===== src/arp_pkg.sv =====
// ----------------------------------------------------------------------------
// arp_pkg
// Types and constants shared by the ARP responder, its cells and interfaces.
// ----------------------------------------------------------------------------
package arp_pkg;

    localparam int CACHE_ENTRIES   = 64;
    localparam int PENDING_ENTRIES = 8;
    localparam int CIDX_W = (CACHE_ENTRIES > 1) ? $clog2(CACHE_ENTRIES) : 1;
    localparam int PIDX_W = (PENDING_ENTRIES > 1) ? $clog2(PENDING_ENTRIES) : 1;

    localparam logic [1:0]  ACT_PACKET  = 2'd0;
    localparam logic [1:0]  ACT_QUERY   = 2'd1;
    localparam logic [1:0]  ACT_ABANDON = 2'd2;
    localparam logic [1:0]  ACT_UNUSED  = 2'd3;

    localparam logic [15:0] OP_REQUEST  = 16'h0001;
    localparam logic [15:0] OP_REPLY    = 16'h0002;
    localparam logic [7:0]  HW_SIZE     = 8'd6;
    localparam logic [7:0]  PROTO_SIZE  = 8'd4;
    localparam logic [47:0] MAC_BCAST   = 48'hffff_ffff_ffff;

    localparam logic [1:0]  REG_OWN_IP  = 2'd0;
    localparam logic [1:0]  REG_OWN_MAC = 2'd1;
    localparam logic [1:0]  REG_LINK_UP = 2'd2;

    typedef enum logic [3:0] {
        ST_HIT          = 4'd0,
        ST_MISS         = 4'd1,
        ST_SEND_REQUEST = 4'd2,
        ST_SEND_REPLY   = 4'd3,
        ST_GLEANED      = 4'd4,
        ST_REPLY_LEARNT = 4'd5,
        ST_PEND_RESOLVE = 4'd6,
        ST_FILTERED     = 4'd7,
        ST_MALFORMED    = 4'd8,
        ST_BAD_OPCODE   = 4'd9,
        ST_IPV6         = 4'd10,
        ST_LINK_DOWN    = 4'd11,
        ST_NO_OWN_IP    = 4'd12,
        ST_PEND_FULL    = 4'd13,
        ST_ABANDONED    = 4'd14
    } status_t;

    typedef struct packed {
        logic [1:0]  action;
        logic        filter_pass;
        logic [7:0]  hw_addr_size;
        logic [7:0]  proto_addr_size;
        logic [15:0] arp_opcode;
        logic [47:0] sender_mac;
        logic [31:0] sender_ip;
        logic [31:0] target_ip;
        logic        resolve;
        logic        query_is_ipv6;
    } item_t;

    typedef struct packed {
        status_t     status;
        logic [47:0] peer_mac;
        logic [31:0] peer_ip;
        logic        cache_insert_dropped;
    } result_t;

    // search word travelling down the cache cells
    typedef struct packed {
        logic              valid;
        logic [31:0]       ip;
        logic              hit;
        logic [47:0]       mac;
        logic              free;
        logic [CIDX_W-1:0] fidx;
    } cprobe_t;

    typedef struct packed {
        logic              en;
        logic [CIDX_W-1:0] idx;
        logic [31:0]       ip;
        logic [47:0]       mac;
    } cwrite_t;

    typedef struct packed {
        logic              valid;
        logic [31:0]       ip;
        logic              hit;
        logic [PIDX_W-1:0] hidx;
        logic              free;
        logic [PIDX_W-1:0] fidx;
    } pprobe_t;

    typedef struct packed {
        logic              set_en;
        logic              clr_en;
        logic [PIDX_W-1:0] idx;
        logic [31:0]       ip;
    } pop_t;

endpackage


===== src/arp_pend_cell.sv =====
// ----------------------------------------------------------------------------
// arp_pend_cell
// One pending-query entry; compares the passing search word and hands it on.
// ----------------------------------------------------------------------------
module arp_pend_cell import arp_pkg::*;
(
    input  logic              clk,
    input  logic              rst_n,
    input  logic [PIDX_W-1:0] idx,
    input  pprobe_t           probe_in,
    output pprobe_t           probe_out,
    input  pop_t              op
);

    logic        valid_reg;
    logic [31:0] ip_reg;
    pprobe_t     probe_reg;
    pprobe_t     probe_next;
    logic        sel;

    assign sel = (op.idx == idx);

    always_comb
    begin
        probe_next = probe_in;
        if (!probe_in.hit && valid_reg && ip_reg == probe_in.ip)
        begin
            probe_next.hit  = 1'b1;
            probe_next.hidx = idx;
        end
        if (!probe_in.free && !valid_reg)
        begin
            probe_next.free = 1'b1;
            probe_next.fidx = idx;
        end
    end

    always_ff @(posedge clk or negedge rst_n)
    begin
        if (!rst_n)
        begin
            valid_reg <= 1'b0;
            probe_reg <= '0;
        end
        else
        begin
            probe_reg <= probe_next;
            if (op.set_en && sel)
                valid_reg <= 1'b1;
            else if (op.clr_en && sel)
                valid_reg <= 1'b0;
        end
    end

    always_ff @(posedge clk)
    begin
        if (op.set_en && sel)
            ip_reg <= op.ip;
    end

    assign probe_out = probe_reg;

endmodule


===== config.mk =====
export PLATFORM = sky130hd
export DESIGN_NAME = arp_pend_cell
export DESIGN_NICKNAME = d
export VERILOG_FILES = /design/src/arp_pkg.sv /design/src/arp_pend_cell.sv
export SDC_FILE = /design/constraint.sdc
export NUM_CORES = 1
export LEC_CHECK = 0
export BUFFER_PORTS_ARGS = -buffer_cell sky130_fd_sc_hd__buf_2
export CAP_MARGIN = 40
export CORE_UTILIZATION = 45
export DETAILED_ROUTE_END_ITERATION = 16
export GPL_ROUTABILITY_DRIVEN = 0
export PLACE_DENSITY = 0.84
export RECOVER_POWER = 25
export SYNTH_ARGS = -nofsm -noshare
export SYNTH_HDL_FRONTEND = slang
export SYNTH_SLANG_ARGS = --single-unit

===== constraint.sdc =====
create_clock -name clk -period 1.63 [get_ports clk]
set_input_delay 0.326 -clock clk [delete_from_list [all_inputs] [get_ports clk]]
set_output_delay 0.326 -clock clk [all_outputs]
set_load 0.005 [all_outputs]

* Yosys cells after proc, flatten, opt, wreduce, memory -nomap -nowiden *
Cells that the tools add are included.

storage, ports and cells
  flip-flop bits (word level) = 74
  bits of input ports = 83
  word-level logic and storage cells = 23

cells by class
  reductions and logical operators = 9
  equal/unequal tests = 2
  mux-type cells = 4

operators by type and width
  cell               count
  $eq 32x32->1       1
  $mux 4             2
  $logic_and 1x1->1  5
  $eq 3x3->1         1
  $logic_not 1->1    3
  $mux 1             2
  $reduce_bool 2->1  1

* Logic depth before layout (Yosys ltp) *
  depth in word-level cells = 4
  depth in mapped cells = 5
  gate-level depth less buffers = 5

* Least setup slack after synthesis *
OpenSTA, ideal clock, no wires.

  kind = input -> register
  start point = in idx[1]
  end point = reg ip_reg[0], enable pin
  stages = 3
  path slack = -288 ps
  path buffers = 0
  data arrival time = 1525 ps
  library setup time = 393 ps
  path through = xor2_1 nor3_1 and2_1

between the ends
  longest elaborated chain between the ends = 2

ends and longest elaborated chain
  what                    RTL line             text
  start: declaration      arp_pend_cell.sv:9   input logic [PIDX_W-1:0] idx,
  $eq 3x3->1              arp_pend_cell.sv:21  assign sel = (op.idx == idx);
  $logic_and 1x1->1       arp_pend_cell.sv:57  if (op.set_en && sel)
  end signal: assignment  arp_pend_cell.sv:58  ip_reg <= op.ip;
  end: declaration        arp_pend_cell.sv:16  logic [31:0] ip_reg;

Every way passes these cells.
A chain may end at the register's enable or synchronous reset.

==> flow_summary.ini <==
[critical_path]
criticalPathCategory = flip-flop to flip-flop
end_kind = flip-flop
reg2reg_depth = 5
cp_max_fo = 4
ff2ff_setup_slack_ns = -0.02
reg2reg_from = ip_reg[21]$_DFFE_PP_
crit_required_ns = 1.84
cp-start-kind = flip-flop
arrival_ns = 1.86
r2r-end = probe_out[5]$_DFF_PN0_

[worst_hold_path]
hp-class = input port to flip-flop
worstHoldEndpoint = probe_out[40]$_DFF_PN0_
min-delay-start = probe_in[40]
holdPathStages = 1

[clock_network]
clock_path_buffers = 2
root_buffer = clkbuf_8
clk_pin_slew_worst_paths_ns = 0.08
numCtsBuffers = 9
cts.sinks = 74
htreeDepth = 3
cts_tree = built
clkLatencyLatePin_ns = 0.33

[timing]
layout_setup_ws_ns = -0.0218
whs_ns = 0.0943
period_share_pct = 101
setup_violations = 1
relSlewSlack_pct = 71.9
clock.fmax_mhz = 605
clock-skew-final_ns = 0.0143
hold_viol = 0
drv_slew = 0
min_period_ns = 1.65
worstMarginPinSlew_ns = 0.421
rsz0062_at_grt = true

[yosys]
ys.flop_type = dfrtp_1
async_flop_share_pct = 56.8
yosysWarnings = 0
synth_edf_count = 32
syn_inst = 134
ys_types = 18
yosys-top-cells-area = dfrtp_1 42%, edfxtp_1 38%, xnor2_1 11%
netlist.area_leader.share_pct = 41.7
synth_largest_area_cell = dfrtp_1
netlist_area_mm2 = 0.00252
synth_nets = 217
ys_seq_elements = 74
syn_area_per_cell_um2 = 18.8
yosysSeqAreaShare_pct = 79.9

[detailed_routing]
finalWirelength_um = 4970
drt-pass1-iter-count = 4
routedWlPerCell_um = 14.3
drtIter0Drc = 60
viasPerCell = 4.59
drc_errors = 0
ant_nets = 0
num_vias = 1591

[final_layout]
diodes = 0
layout.cells.non_filler = 347
layout-drive-gt1-share_pct = 43.0
finalNetCount = 356
largest_reg_flops = 41
final_common_cell = buf_2
layout_common_cells = 94 x buf_2, 42 x dfrtp_1, 32 x edfxtp_1, 31 x clkbuf_1, 30 x xnor2_1
area_growth_syn_to_layout_pct = 37.3

[global_route]
grt-ovfl-total = 0
first_global_vias = 1766
grt_util_all_layers_pct = 18.8
grt_pass1_wl_um = 8120
grt_antenna_before_repair = 0
grt_max_degree = 27

[placement]
io_buffers = 123
dp_cells = 331
dp_hpwl_um = 3880

[run]
drv_cap = 0

[die]
die_area_mm2 = 0.00590
die_w_um = 76.8
start_util_pct = 48.1
coreArea_mm2 = 0.00524
die_h_um = 76.8
ioPinCount = 124
rows = 26

[power]
p_leak_nw = 1.46
p_per_area_mw_per_mm2 = 1080
ir_drop_v = 0.000678
p_total_mw = 3.74

[run_status]
outcome = finished with violations
violations = negative setup slack
timing repair:
action | 4_1_cts | 5_1_grt
buffers inserted | 0 | 0
hold endpoints to repair | 16 | 0
gates resized for setup | 1 | 2
setup endpoints to repair | 3 | 3
pin swaps | 2 | 2
hold buffers | 1 | 0
report_power, final:
group	total [mW]	leakage (nW)	internal [mW]	switching (mW)
registers	2.11	0.779	2.06	0.0416
clock network	1.27	0.0878	0.643	0.625
logic	0.364	0.594	0.201	0.163
stage by stage:
step	util, %	setup TNS [ns]	area (um2)	setup slack [ns]
floorplan	-	0	2520	0.0511
global placement	62.6	-0.384	3280	-0.129
detailed placement	62.6	-0.452	3280	-0.160
CTS	66.4	-0.153	3480	-0.0695
global route	66.0	-0.426	3460	-0.164
finish	66.0	-0.0218	3460	-0.0218
routing by layer:
metal / part of all wire [%] / track usage [%] / vias up
met4: 3.1 / 12.1 / 0
li1: - / - / 749
met1: 39 / 20.5 / 742
met3: 7.8 / 5.71 / 17
met2: 50 / 31.7 / 83
met5: 0 / 0 / -
cell usage after synthesis, types with 2 or more instances:
master and n:
dfrtp_1 42, nand4_1 7, xnor2_1 31, mux2_2 3, edfxtp_1 32, mux2_1 3, nor3_1 2, xor2_1 4
area by class of cell:
type,count,area [um2]
multi-input combinational,60,532
timing repair buffer,128,644
clock buffer,12,156
fill,403,1780
clock inverter,3,25.0
sequential,74,2010
tap,70,87.6
cell families after synthesis:
kind of cell / share of synthesized area [%]
xor gates and xnor gates: 12.2
AOI/OAI and AO/OA: 0.298
muxes: 2.68
and+or+nand+nor: 4.92
DFF: 79.9
worst max path at each step:
stage                               from                     end  slack (ns)  cells after the start
floorplan                         idx[1]     ip_reg[0]$_DFFE_PP_        0.05                      3
global placement             probe_in[8]  probe_out[5]$_DFF_PN0_       -0.13                      6
detailed placement          probe_in[36]  probe_out[5]$_DFF_PN0_       -0.16                      6
CTS                 ip_reg[21]$_DFFE_PP_  probe_out[5]$_DFF_PN0_       -0.07                      5
global route        ip_reg[14]$_DFFE_PP_  probe_out[5]$_DFF_PN0_       -0.16                      5
finish              ip_reg[21]$_DFFE_PP_  probe_out[5]$_DFF_PN0_       -0.02                      5
critical path, cell delays in order (launching register included):
cell	delay (ns)
edfxtp_1	0.40
xnor2_1	0.15
nand4_1	0.18
nor4b_4	0.31
nand3_2	0.15
mux2_1	0.34
No activity file was read; power rests on OpenSTA's default activity.
