`src/arp_pkg.sv`:
```
// ----------------------------------------------------------------------------
// arp_pkg
// Types and constants shared by the ARP responder, its cells and interfaces.
// ----------------------------------------------------------------------------
package arp_pkg;

    localparam int CACHE_ENTRIES   = 64;
    localparam int PENDING_ENTRIES = 8;
    localparam int CIDX_W = (CACHE_ENTRIES > 1) ? $clog2(CACHE_ENTRIES) : 1;
    localparam int PIDX_W = (PENDING_ENTRIES > 1) ? $clog2(PENDING_ENTRIES) : 1;

    localparam logic [1:0]  ACT_PACKET  = 2'd0;
    localparam logic [1:0]  ACT_QUERY   = 2'd1;
    localparam logic [1:0]  ACT_ABANDON = 2'd2;
    localparam logic [1:0]  ACT_UNUSED  = 2'd3;

    localparam logic [15:0] OP_REQUEST  = 16'h0001;
    localparam logic [15:0] OP_REPLY    = 16'h0002;
    localparam logic [7:0]  HW_SIZE     = 8'd6;
    localparam logic [7:0]  PROTO_SIZE  = 8'd4;
    localparam logic [47:0] MAC_BCAST   = 48'hffff_ffff_ffff;

    localparam logic [1:0]  REG_OWN_IP  = 2'd0;
    localparam logic [1:0]  REG_OWN_MAC = 2'd1;
    localparam logic [1:0]  REG_LINK_UP = 2'd2;

    typedef enum logic [3:0] {
        ST_HIT          = 4'd0,
        ST_MISS         = 4'd1,
        ST_SEND_REQUEST = 4'd2,
        ST_SEND_REPLY   = 4'd3,
        ST_GLEANED      = 4'd4,
        ST_REPLY_LEARNT = 4'd5,
        ST_PEND_RESOLVE = 4'd6,
        ST_FILTERED     = 4'd7,
        ST_MALFORMED    = 4'd8,
        ST_BAD_OPCODE   = 4'd9,
        ST_IPV6         = 4'd10,
        ST_LINK_DOWN    = 4'd11,
        ST_NO_OWN_IP    = 4'd12,
        ST_PEND_FULL    = 4'd13,
        ST_ABANDONED    = 4'd14
    } status_t;

    typedef struct packed {
        logic [1:0]  action;
        logic        filter_pass;
        logic [7:0]  hw_addr_size;
        logic [7:0]  proto_addr_size;
        logic [15:0] arp_opcode;
        logic [47:0] sender_mac;
        logic [31:0] sender_ip;
        logic [31:0] target_ip;
        logic        resolve;
        logic        query_is_ipv6;
    } item_t;

    typedef struct packed {
        status_t     status;
        logic [47:0] peer_mac;
        logic [31:0] peer_ip;
        logic        cache_insert_dropped;
    } result_t;

    // search word travelling down the cache cells
    typedef struct packed {
        logic              valid;
        logic [31:0]       ip;
        logic              hit;
        logic [47:0]       mac;
        logic              free;
        logic [CIDX_W-1:0] fidx;
    } cprobe_t;

    typedef struct packed {
        logic              en;
        logic [CIDX_W-1:0] idx;
        logic [31:0]       ip;
        logic [47:0]       mac;
    } cwrite_t;

    typedef struct packed {
        logic              valid;
        logic [31:0]       ip;
        logic              hit;
        logic [PIDX_W-1:0] hidx;
        logic              free;
        logic [PIDX_W-1:0] fidx;
    } pprobe_t;

    typedef struct packed {
        logic              set_en;
        logic              clr_en;
        logic [PIDX_W-1:0] idx;
        logic [31:0]       ip;
    } pop_t;

endpackage

```
`src/arp_cache_cell.sv`:
```
// ----------------------------------------------------------------------------
// arp_cache_cell
// One cache entry; compares the passing search word and hands it on.
// ----------------------------------------------------------------------------
module arp_cache_cell import arp_pkg::*;
(
    input  logic              clk,
    input  logic              rst_n,
    input  logic [CIDX_W-1:0] idx,
    input  cprobe_t           probe_in,
    output cprobe_t           probe_out,
    input  cwrite_t           wr
);

    logic        valid_reg;
    logic [31:0] ip_reg;
    logic [47:0] mac_reg;
    cprobe_t     probe_reg;
    cprobe_t     probe_next;
    logic        match;

    assign match = valid_reg && (ip_reg == probe_in.ip);

    always_comb
    begin
        probe_next = probe_in;
        if (!probe_in.hit && match)
        begin
            probe_next.hit = 1'b1;
            probe_next.mac = mac_reg;
        end
        if (!probe_in.free && !valid_reg)
        begin
            probe_next.free = 1'b1;
            probe_next.fidx = idx;
        end
    end

    always_ff @(posedge clk or negedge rst_n)
    begin
        if (!rst_n)
        begin
            valid_reg <= 1'b0;
            probe_reg <= '0;
        end
        else
        begin
            probe_reg <= probe_next;
            if (wr.en && wr.idx == idx)
                valid_reg <= 1'b1;
        end
    end

    always_ff @(posedge clk)
    begin
        if (wr.en && wr.idx == idx)
        begin
            ip_reg  <= wr.ip;
            mac_reg <= wr.mac;
        end
    end

    assign probe_out = probe_reg;

endmodule

```
`config.mk`:
```
export PLATFORM = sky130hd
export DESIGN_NAME = arp_cache_cell
export DESIGN_NICKNAME = d
export VERILOG_FILES = /design/src/arp_pkg.sv /design/src/arp_cache_cell.sv
export SDC_FILE = /design/constraint.sdc
export NUM_CORES = 1
export LEC_CHECK = 0
export BUFFER_PORTS_ARGS = -buffer_cell sky130_fd_sc_hd__buf_2
export CAP_MARGIN = 20
export CORE_ASPECT_RATIO = 0.8
export CORE_MARGIN = 2
export CORE_UTILIZATION = 46
export DETAILED_ROUTE_END_ITERATION = 8
export GPL_TIMING_DRIVEN = 0
export PLACE_DENSITY = 0.79
export SYNTH_ARGS = -nofsm -noshare
export SYNTH_HDL_FRONTEND = slang
export SYNTH_SLANG_ARGS = --single-unit
```
`constraint.sdc`:
```
create_clock -name clk -period 2.2 [get_ports clk]
set_input_delay 0.22 -clock clk [delete_from_list [all_inputs] [get_ports clk]]
set_output_delay 0.22 -clock clk [all_outputs]
set_load 0.01 [all_outputs]
```
**Word-level counts from Yosys, hierarchy flattened**

Cells that the tools add are included.

- Logic and storage cells: 20
- Input bits: 184
- Output and inout bits: 89
- Flip-flop bits (word level): 170

- Muxes and demuxes: 2
- Reductions and logical operators: 7
- Eq/ne operators: 2

Operators with widths:

| operator | count |
|---|---|
| $mux W49 | 1 |
| $eq A32 B32 Y1 | 1 |
| $mux W7 | 1 |
| $eq A6 B6 Y1 | 1 |
| $logic_and A1 B1 Y1 | 4 |
| $logic_not A1 Y1 | 3 |

**Logic depth before layout (Yosys ltp)**

Gate-level depths: netlist of run 1.

- Depth after elaboration: 4
- Gate-level depth with buffers: 7
- Gate-level depth less buffers: 5

**Worst setup path before layout of run 1**

Ideal clock, no wire load.

- Kind: input port to flip-flop
- Start point: input port idx[5]
- End point: register valid_reg
- Library setup time: 0.113 ns
- Required time: 2.087 ns
- Cell stages on the path: 3
- Path slack: -6.757 ns
- Arrival: 8.844 ns
- Path buffers: 0
- Cell sequence: xor2_1 nor4_1 or2_2

- Word-level cells in the longest chain between the ends: 2

RTL lines:

| what | RTL line | RTL |
|---|---|---|
| start, declared | arp_cache_cell.sv:9 | `input logic [CIDX_W-1:0] idx,` |
| $eq A6 B6 Y1 | arp_cache_cell.sv:49 | `if (wr.en && wr.idx == idx)` |
| $logic_and A1 B1 Y1 | arp_cache_cell.sv:49 |  |
| end signal, assigned | arp_cache_cell.sv:43 | `valid_reg <= 1'b0;` |
| end signal, assigned | arp_cache_cell.sv:50 | `valid_reg <= 1'b1;` |
| end, declared | arp_cache_cell.sv:15 | `logic valid_reg;` |

No other way between the ends.
A chain may end at the register's enable or synchronous reset.

==> flow_summary.yaml, run 1 <==
clocking:
  clk_latency_ps: 430
  h-tree-depth: 4
  cts_max_path_buffers: 2
  cts_buffers: 17
  cts_tree: "yes"
  clkSinkCount: 170
  cts.clk_slew.worst_paths_ps: 70
  cts-root-buf: "clkbuf_16"
synth:
  synth_cells: 296
  synth_cell_type_count: 23
  synth_seq_cells: 170
  syn-num-nets: 480
  yosysSeqAreaShare_pct: 79.20
  yosys_warnings: 0
  synthesis.area_um2: 5877
  avgSynthCellArea_um2: 19.85
final_layout:
  drive_gt1_share_pct: 52.67
  finalNetCount: 902
  largest_reg_flops: 89
  layout_common_cells: "buf_2 (270), dlygate4sd3_1 (115), dfrtp_1 (90)"
  final_cells: 904
  final_common_cell: "buf_2"
  final_cell_area_um2: 9599
  synthToLayoutAreaGrowth_pct: 63.34
  fill_cells: 679
placed_design:
  dp.cells: 745
  io_buffers: 272
  dp_worst_setup_slack_ps: -322.3
  gp_congestion: 0.7666
  placed_cell_area_um2: 7595
  dp_hpwl_um: 9853
timing:
  min_period_ps: 2250
  fin_hold_ws_ps: 22.16
  slew_headroom_pct: 57.84
  fin_worst_skew_ps: 8.751
  hold_violations: 0
  tightest_slew_ps: 627.7
  period_share_pct: 102.3
  fmax_ghz: 0.4445
  setup_violations: 46
  layout_setup_ws_ps: -49.93
  grt_setup_unrepaired: "yes"
  finalMaxSlewViolations: 0
worst_setup_path:
  cp_top_family: "simple AND/OR/NAND/NOR gates"
  critPathCaptureType: "flop"
  slowest_delay_ps: 410
  crit_slowest_cell: "a2111o_1"
  reg2reg_from: "ip_reg[4]$_DFFE_PP_"
  crit_end: "probe_out[41]$_DFF_PN0_"
  critPathKind: "reg -> reg"
  worstPathRequired_ps: 2510
  cp.arrival_ps: 2560
  cp_max_fo: 7
  path_cells: "nor2b_4, a2111o_1, nor4_4, nand4_1, buf_6, buf_12, buf_12, mux2_4"
  path_depth: 8
  r2r_setup_slack_ps: -50
  r2r_end: "probe_out[41]$_DFF_PN0_"
  r2r_cells: 8
  startpoint: "ip_reg[4]$_DFFE_PP_"
  cpMostUsedCell: "buf_12"
  critPathBufInv: 3
  start_kind: "flop"
global_route:
  grt_pass1_wl_um: 25610
  grt_max_degree: 49
  track_usage_pct: 25.47
  grt_pass1_vias: 4851
  grt_overflow: 0
  antenna_found_initial: 1
die:
  die_width_um: 130.4
  die-area_um2: 13700
  boundaryPins: 273
  die_h_um: 105.1
  row_count: 36
  start_util_pct: 47.62
  core_area_um2: 12340
pwr:
  p_per_area_nw_per_um2: 769.4
  peakVddDrop_mv: 0.5701
  leakage_nw: 4.306
  power_mw: 7.386
run_status:
  violations: "negative setup slack"
  status: "finished, violations left"
routing:
  vias: 4225
  ant_nets: 0
  vias_per_cell: 4.674
  finalWirelength_um: 16690
  drt-wirelength-per-cell_um: 18.46
  drt_first_iter_violations: 162
  dr.pass1.iters: 6
  drc: 0
hold_path:
  min_path_type: "in -> reg"
flow_run:
  cap_violations: 0
## timing repair
action,in CTS,in global routing
hold buffers,115,0
pin swaps,3,3
resized for setup,11,15
setup buffers,5,2
hold endpoints to repair,156,0
gates cloned,2,1
endpoints found under the setup margin,48,48
## area by class of cell
type                            count  area, um^2  area share [%]
Antenna cell                        2       5.005         0.05214
Buffer                              5       100.1           1.043
Clock buffer                       17       425.4           4.432
Clock inverter                     15       197.7           2.059
Inverter                            5       18.77          0.1955
Multi-Input combinational cell    116        1242           12.94
Sequential cell                   170        4654           48.49
Tap cell                          171       214.0           2.229
Timing Repair Buffer              403        2741           28.56
## stage by stage
step                utilization, %  setup TNS [ps]
floorplan                        -         -104830
global placement             60.81         -204990
detailed placement           61.54          -10340
CTS                          77.01           -3720
global route                 77.76           -7251
finish                       77.78           -1108
## worst register-to-register path, stage by stage (launching register included)
cell and delay (ps):
edfxtp_1 380, nor2b_4 130, a2111o_1 410, nor4_4 310, nand4_1 150, buf_6 160
buf_12 140, buf_12 140, mux2_4 310
## cells in the mapped netlist
cell type,instances,area share [%]
a2111o_1,3,0.57
buf_2,2,0.17
buf_4,1,0.13
buf_6,2,0.38
dfrtp_1,90,38
edfxtp_1,80,41
inv_1,5,0.32
mux2_2,34,6.5
mux2_4,20,5.1
nand2_1,1,0.064
nand2b_1,2,0.21
nand3_1,1,0.085
nand4_1,7,0.75
nor2_1,2,0.13
nor2b_1,7,0.75
nor4_1,3,0.32
nor4_2,1,0.21
o21ai_0,1,0.085
o21bai_1,1,0.13
o221ai_1,2,0.30
or2_2,1,0.11
xnor2_1,23,3.4
xor2_1,7,1.0
## worst min path at each step
stage                             from  depth (start not counted)                       to
final                      probe_in[1]                          2   probe_out[1]$_DFF_PN0_
after global routing      probe_in[40]                          2  probe_out[40]$_DFF_PN0_
after CTS                 probe_in[55]                          2  probe_out[55]$_DFF_PN0_
after detailed placement         rst_n                          1   probe_out[2]$_DFF_PN0_
after global placement    probe_in[88]                          1  probe_out[88]$_DFF_PN0_
after floorplan                  rst_n                          0   probe_out[0]$_DFF_PN0_
## per-layer routing
layer	up-vias	wire [um]	track usage [%]
met2	199	9029	45.44
met5	-	0	0
met4	0	333	9.650
met1	2075	6071	27.70
li1	1922	-	-
met3	29	1252	8.807
## cells by family (layout without fill, tap and decap cells)
kind of cell / count (synthesis) / after routing / synth area share, %
mux: 54 / 54 / 11.62
other cells: 0 / 2 / 0
flops: 170 / 170 / 79.20
xor+xnor: 30 / 30 / 4.471
compound gates: 7 / 7 / 1.086
buf+inv: 10 / 445 / 1.001
simple gates: 25 / 25 / 2.619
## power breakdown
part	switching [mW]	total (mW)	leakage, nW	internal [mW]
Clock	1.27	3.17	0.301	1.90
Sequential	0.0385	3.49	1.77	3.45
Combinational	0.304	0.727	2.24	0.422
Total	1.61	7.39	4.31	5.78
Power figures use the tool's default switching activity.
==> inputs of run 2 (changes only) <==
--- a/config.mk
+++ b/config.mk
@@ -11,8 +11,10 @@
 export CORE_MARGIN = 2
 export CORE_UTILIZATION = 46
 export DETAILED_ROUTE_END_ITERATION = 8
+export GPL_ROUTABILITY_DRIVEN = 0
 export GPL_TIMING_DRIVEN = 0
 export PLACE_DENSITY = 0.79
+export RECOVER_POWER = 25
 export SYNTH_ARGS = -nofsm -noshare
 export SYNTH_HDL_FRONTEND = slang
 export SYNTH_SLANG_ARGS = --single-unit
==> constraint.sdc (replaced) <==
create_clock -name clk -period 2.1 [get_ports clk]
set_input_delay 0.21 -clock clk [delete_from_list [all_inputs] [get_ports clk]]
set_output_delay 0.21 -clock clk [all_outputs]
set_load 0.01 [all_outputs]
==> flow_summary.yaml, run 2 (synthesis gave the netlist of run 1 again) <==
timing:
  period_share_pct: 107.7
  finalMaxSlewViolations: 0
  grt_setup_unrepaired: "yes"
  tightest_slew_ps: 639.3
  slew_headroom_pct: 57.06
  fmax_ghz: 0.4422
  hold_violations: 0
  min_period_ps: 2261
  fin_worst_skew_ps: 14.47
  setup_violations: 48
  layout_setup_ws_ps: -161.4
  fin_hold_ws_ps: 12.29
  finalSetupTns_ps: -6156
global_route:
  grt_pass1_vias: 4931
  grt_pass1_wl_um: 25770
  antenna_found_initial: 0
  grt_overflow: 0
  track_usage_pct: 25.78
  grt_max_degree: 49
final_layout:
  drive_gt1_share_pct: 47.46
  finalNetCount: 919
  final_common_cell: "buf_2"
  synthToLayoutAreaGrowth_pct: 65.13
  final_cells: 920
  final_cell_area_um2: 9704
  finish.utilization_pct: 78.63
  layout_common_cells: "buf_2 (242), dlygate4sd3_1 (133), dfrtp_1 (90)"
  largest_reg_flops: 89
pwr:
  p_sw_mw: 1.699
  p_int_mw: 6.065
  p_comb_share_pct: 10.1
  swShare_pct: 21.89
  power_mw: 7.765
  leakage_nw: 4.278
  p_clk_share_pct: 42.8
  seqPwrFrac_pct: 47.1
  peakVddDrop_mv: 0.7739
  p_per_area_nw_per_um2: 800.1
clocking:
  clk_latency_ps: 430
  cts-root-buf: "clkbuf_16"
  h-tree-depth: 4
  cts_tree: "yes"
  cts_buffers: 17
  cts_max_path_buffers: 2
  cts.clk_slew.worst_paths_ps: 70
  clkSinkCount: 170
placed_design:
  io_buffers: 272
  placed_cell_area_um2: 7595
  dp.cells: 745
  dp_hpwl_um: 9853
  dp_worst_setup_slack_ps: -422.3
worst_setup_path:
  critPathCaptureType: "flop"
  cp_max_fo: 7
  critPathKind: "in -> reg"
  cp.arrival_ps: 2570
  worstPathRequired_ps: 2400
  start_kind: "input pin"
routing:
  drc: 0
  vias_per_cell: 4.772
  drt_first_iter_violations: 201
  finalWirelength_um: 17340
  ant_nets: 0
  dr.pass1.iters: 4
  drt-wirelength-per-cell_um: 18.84
  vias: 4390
die:
  boundaryPins: 273
  die-area_um2: 13700
  core_area_um2: 12340
  die_h_um: 105.1
  start_util_pct: 47.62
  row_count: 36
  die_width_um: 130.4
run_status:
  status: "finished, violations left"
  violations: "negative setup slack"
flow_run:
  cap_violations: 0
hold_path:
  min_path_type: "in -> reg"
[run 2: changes by cell type in the layout (fill, tap and decap cells not counted), sizes merged]
cell,before,now
dlygate4sd3,115,133
buf,292,263
diode,2,1
clkbuf,18,46
[run 2: worst max-delay path, stage by stage]
cell and delay [ps]:
dlygate4sd3_1 520, buf_2 160, nor2b_4 50, a2111o_1 410, nor4_4 310, nand4_1 150
buf_6 160, buf_12 140, buf_12 130, mux2_4 300
[run 2: metal layers]
layer	global-route usage (%)	part of all wire [%]	routed length, um	vias to the layer above
met2	46.30	54	9447	237
met1	27.15	35	6104	2155
met5	0	0	0	-
li1	-	-	-	1957
met3	9.012	7.8	1346	41
met4	10.94	2.5	439	0
[run 2: path summary, 6_finish.rpt]
path | from | end | slack (ps) | depth (start not counted)
min in group asynchronous | rst_n | probe_out[2]$_DFF_PN0_ | 330 | 2
max in group asynchronous | rst_n | probe_out[11]$_DFF_PN0_ | 1090 | 3
worst min-delay path | probe_in[16] | probe_out[16]$_DFF_PN0_ | 10 | 2
worst max register to register | ip_reg[4]$_DFFE_PP_ | probe_out[38]$_DFF_PN0_ | -150 | 8
worst min register to register | mac_reg[37]$_DFFE_PP_ | probe_out[44]$_DFF_PN0_ | 480 | 1
worst max-delay path | probe_in[60] | probe_out[38]$_DFF_PN0_ | -160 | 10
[run 2: cell type report]
cell class / count / area, um^2
Tap cell: 171 / 214.0
Sequential cell: 170 / 4654
Timing Repair Buffer: 420 / 2858
Clock buffer: 17 / 425.4
Antenna cell: 1 / 2.502
Multi-Input combinational cell: 116 / 1239
Clock inverter: 15 / 197.7
Buffer: 5 / 95.09
Fill cell: 696 / 2638
Inverter: 5 / 18.77
[run 2: timing repair]
action / in CTS / in global routing
setup buffers: 5 / 2
hold buffers: 120 / 13
setup endpoints to repair: 48 / 48
resized for setup: 11 / 12
endpoints found under the hold margin: 161 / 13
cloned: 2 / 0
pin swaps: 3 / 3
[run 2: power by group through the flow]
stage	Sequential, mW	Combinational (mW)	Clock [mW]
6_report	3.66	0.787	3.32
5_1_grt	3.67	0.845	3.51
4_1_cts	3.65	0.749	3.33
3_5_place_dp	3.72	0.566	0
3_3_place_gp	3.71	0.539	0
2_1_floorplan	3.77	0.149	0
==> inputs of run 3 (changes only) <==
--- a/config.mk
+++ b/config.mk
@@ -9,11 +9,11 @@
 export CAP_MARGIN = 20
 export CORE_ASPECT_RATIO = 0.8
 export CORE_MARGIN = 2
-export CORE_UTILIZATION = 46
+export CORE_UTILIZATION = 45
 export DETAILED_ROUTE_END_ITERATION = 8
 export GPL_ROUTABILITY_DRIVEN = 0
 export GPL_TIMING_DRIVEN = 0
-export PLACE_DENSITY = 0.79
+export PLACE_DENSITY = 0.78
 export RECOVER_POWER = 25
 export SYNTH_ARGS = -nofsm -noshare
 export SYNTH_HDL_FRONTEND = slang
==> constraint.sdc (replaced) <==
create_clock -name clk -period 2.9 [get_ports clk]
set_input_delay 0.29 -clock clk [delete_from_list [all_inputs] [get_ports clk]]
set_output_delay 0.29 -clock clk [all_outputs]
set_load 0.01 [all_outputs]
==> flow_summary.yaml, run 3 (synthesis gave the netlist of run 1 again) <==
run_status:
  status: "complete, no violations"
worst_setup_path:
  r2r_end: "probe_out[37]$_DFF_PN0_"
  worstPathRequired_ps: 3190
  start_kind: "input pin"
  cp_max_fo: 10
  reg2reg_from: "ip_reg[8]$_DFFE_PP_"
  r2r_cells: 7
  critPathCaptureType: "flop"
  critPathKind: "in -> reg"
  r2r_setup_slack_ps: 460
  cp.arrival_ps: 2760
clocking:
  cts-root-buf: "clkbuf_16"
  cts.clk_slew.worst_paths_ps: 60
  clkSinkCount: 170
  post_cts_resized: 0
  clk_latency_ps: 420
  cts_setup_buffers: 0
  cts_buffers: 17
  h-tree-depth: 4
  cts_max_path_buffers: 2
  hold_buffers: 18
  cts_tree: "yes"
global_route:
  grt_pass1_wl_um: 20460
  antenna_found_initial: 0
  track_usage_pct: 19.58
  grt_max_degree: 48
  grt_overflow: 0
  grt_pass1_vias: 4039
routing:
  finalWirelength_um: 13520
  vias: 3738
  drc: 0
  ant_nets: 0
  vias_per_cell: 4.673
  drt_first_iter_violations: 160
  drt-wirelength-per-cell_um: 16.90
  dr.pass1.iters: 4
final_layout:
  finalNetCount: 796
  final_common_cell: "buf_2"
  synthToLayoutAreaGrowth_pct: 41.94
  drive_gt1_share_pct: 55.04
  n_antenna_cell: 0
  seqCellArea_um2: 4654
  layout_common_cells: "buf_2 (246), dfrtp_1 (90), edfxtp_1 (80)"
  final_cells: 800
  multiInputGateArea_um2: 1216
  finish.utilization_pct: 65.05
  fill_cells: 927
  largest_reg_flops: 89
timing:
  fin_worst_skew_ps: 7.969
  fmax_ghz: 0.4053
  finalMaxSlewViolations: 0
  setup_violations: 0
  hold_violations: 0
  min_period_ps: 2467
  tightest_slew_ps: 852.6
  grt_setup_unrepaired: "no"
  slew_headroom_pct: 42.73
  period_share_pct: 85.08
pwr:
  peakVddDrop_mv: 0.4385
  p_comb_share_pct: 8.1
  p_per_area_nw_per_um2: 636.4
  swShare_pct: 20.98
  p_clk_share_pct: 42.0
  p_sw_mw: 1.114
  leakage_nw: 3.693
  p_int_mw: 4.195
  seqPwrFrac_pct: 49.9
hold_path:
  min_path_type: "in -> reg"
  worstHoldStart: "probe_in[79]"
  min_to: "probe_out[79]$_DFF_PN0_"
  hold_path_depth: 1
die:
  die_width_um: 131.8
  core_area_um2: 12820
  die-area_um2: 14000
  die_h_um: 106.2
  start_util_pct: 45.83
  boundaryPins: 273
  row_count: 37
placed_design:
  dp_hpwl_um: 10090
  io_buffers: 272
  dp.cells: 749
flow_run:
  cap_violations: 0
[run 3: cell types whose count changed in the layout (fill, tap and decap cells not counted), sizes merged]
| cell | before | now |
|---|---|---|
| bufinv | 4 | 3 |
| clkinvlp | 2 | 1 |
| dlygate4sd3 | 133 | 19 |
| buf | 263 | 256 |
| inv | 8 | 5 |
| clkinv | 6 | 9 |
| diode | 1 | 0 |
[run 3: critical path: stages]
cell and delay (ps):
dlygate4sd3_1 520, buf_2 120, nor2b_1 50, a2111o_1 340
nor4_1 440, nand4_1 260, buf_4 260, buf_6 170
mux2_4 300
[run 3: worst max-delay path by stage]
stage | startpoint | to
after floorplan | idx[5] | ip_reg[0]$_DFFE_PP_
after global placement | idx[0] | mac_reg[25]$_DFFE_PP_
after detailed placement | probe_in[69] | probe_out[46]$_DFF_PN0_
after CTS | probe_in[64] | probe_out[37]$_DFF_PN0_
after global routing | probe_in[64] | probe_out[39]$_DFF_PN0_
final | probe_in[64] | probe_out[37]$_DFF_PN0_
[run 3: metrics by stage]
stage | setup TNS (ps) | total power [mW] | hold WS [ps] | area [um^2] | setup slack (ps)
2_1_floorplan | -53800 | 2.841 | -5.591 | 5929 | -664.6
3_5_place_dp | 0 | 3.112 | 342.0 | 7600 | 380.5
5_1_grt | 0 | 5.490 | 16.93 | 8342 | 296.4
3_3_place_gp | -151190 | 3.086 | 401.5 | 7510 | -1872
4_1_cts | 0 | 5.351 | 0.1515 | 8366 | 403.7
6_report | 0 | 5.308 | 29.01 | 8342 | 432.7
[run 3: metal layers]
layer	vias up	track usage (%)	wire length (um)
met4	0	9.161	365
met1	1811	21.93	5146
met3	36	6.915	1089
met2	186	33.81	6921
li1	1705	-	-
met5	-	0	0
[run 3: layout make-up]
cell class	count	share of cell area (%)
Multi-Input combinational cell	116	14.58
Timing Repair Buffer	297	19.27
Clock inverter	13	1.830
Inverter	5	0.2250
Clock buffer	19	5.190
Tap cell	175	2.625
Buffer	5	0.4800
Sequential cell	170	55.80
[run 3: power by group through the flow]
stage	registers, mW	logic (mW)	clock network [mW]
6_report	2.65	0.428	2.23
2_1_floorplan	2.73	0.108	0
4_1_cts	2.65	0.437	2.26
5_1_grt	2.66	0.464	2.37
3_3_place_gp	2.69	0.394	0
3_5_place_dp	2.70	0.416	0
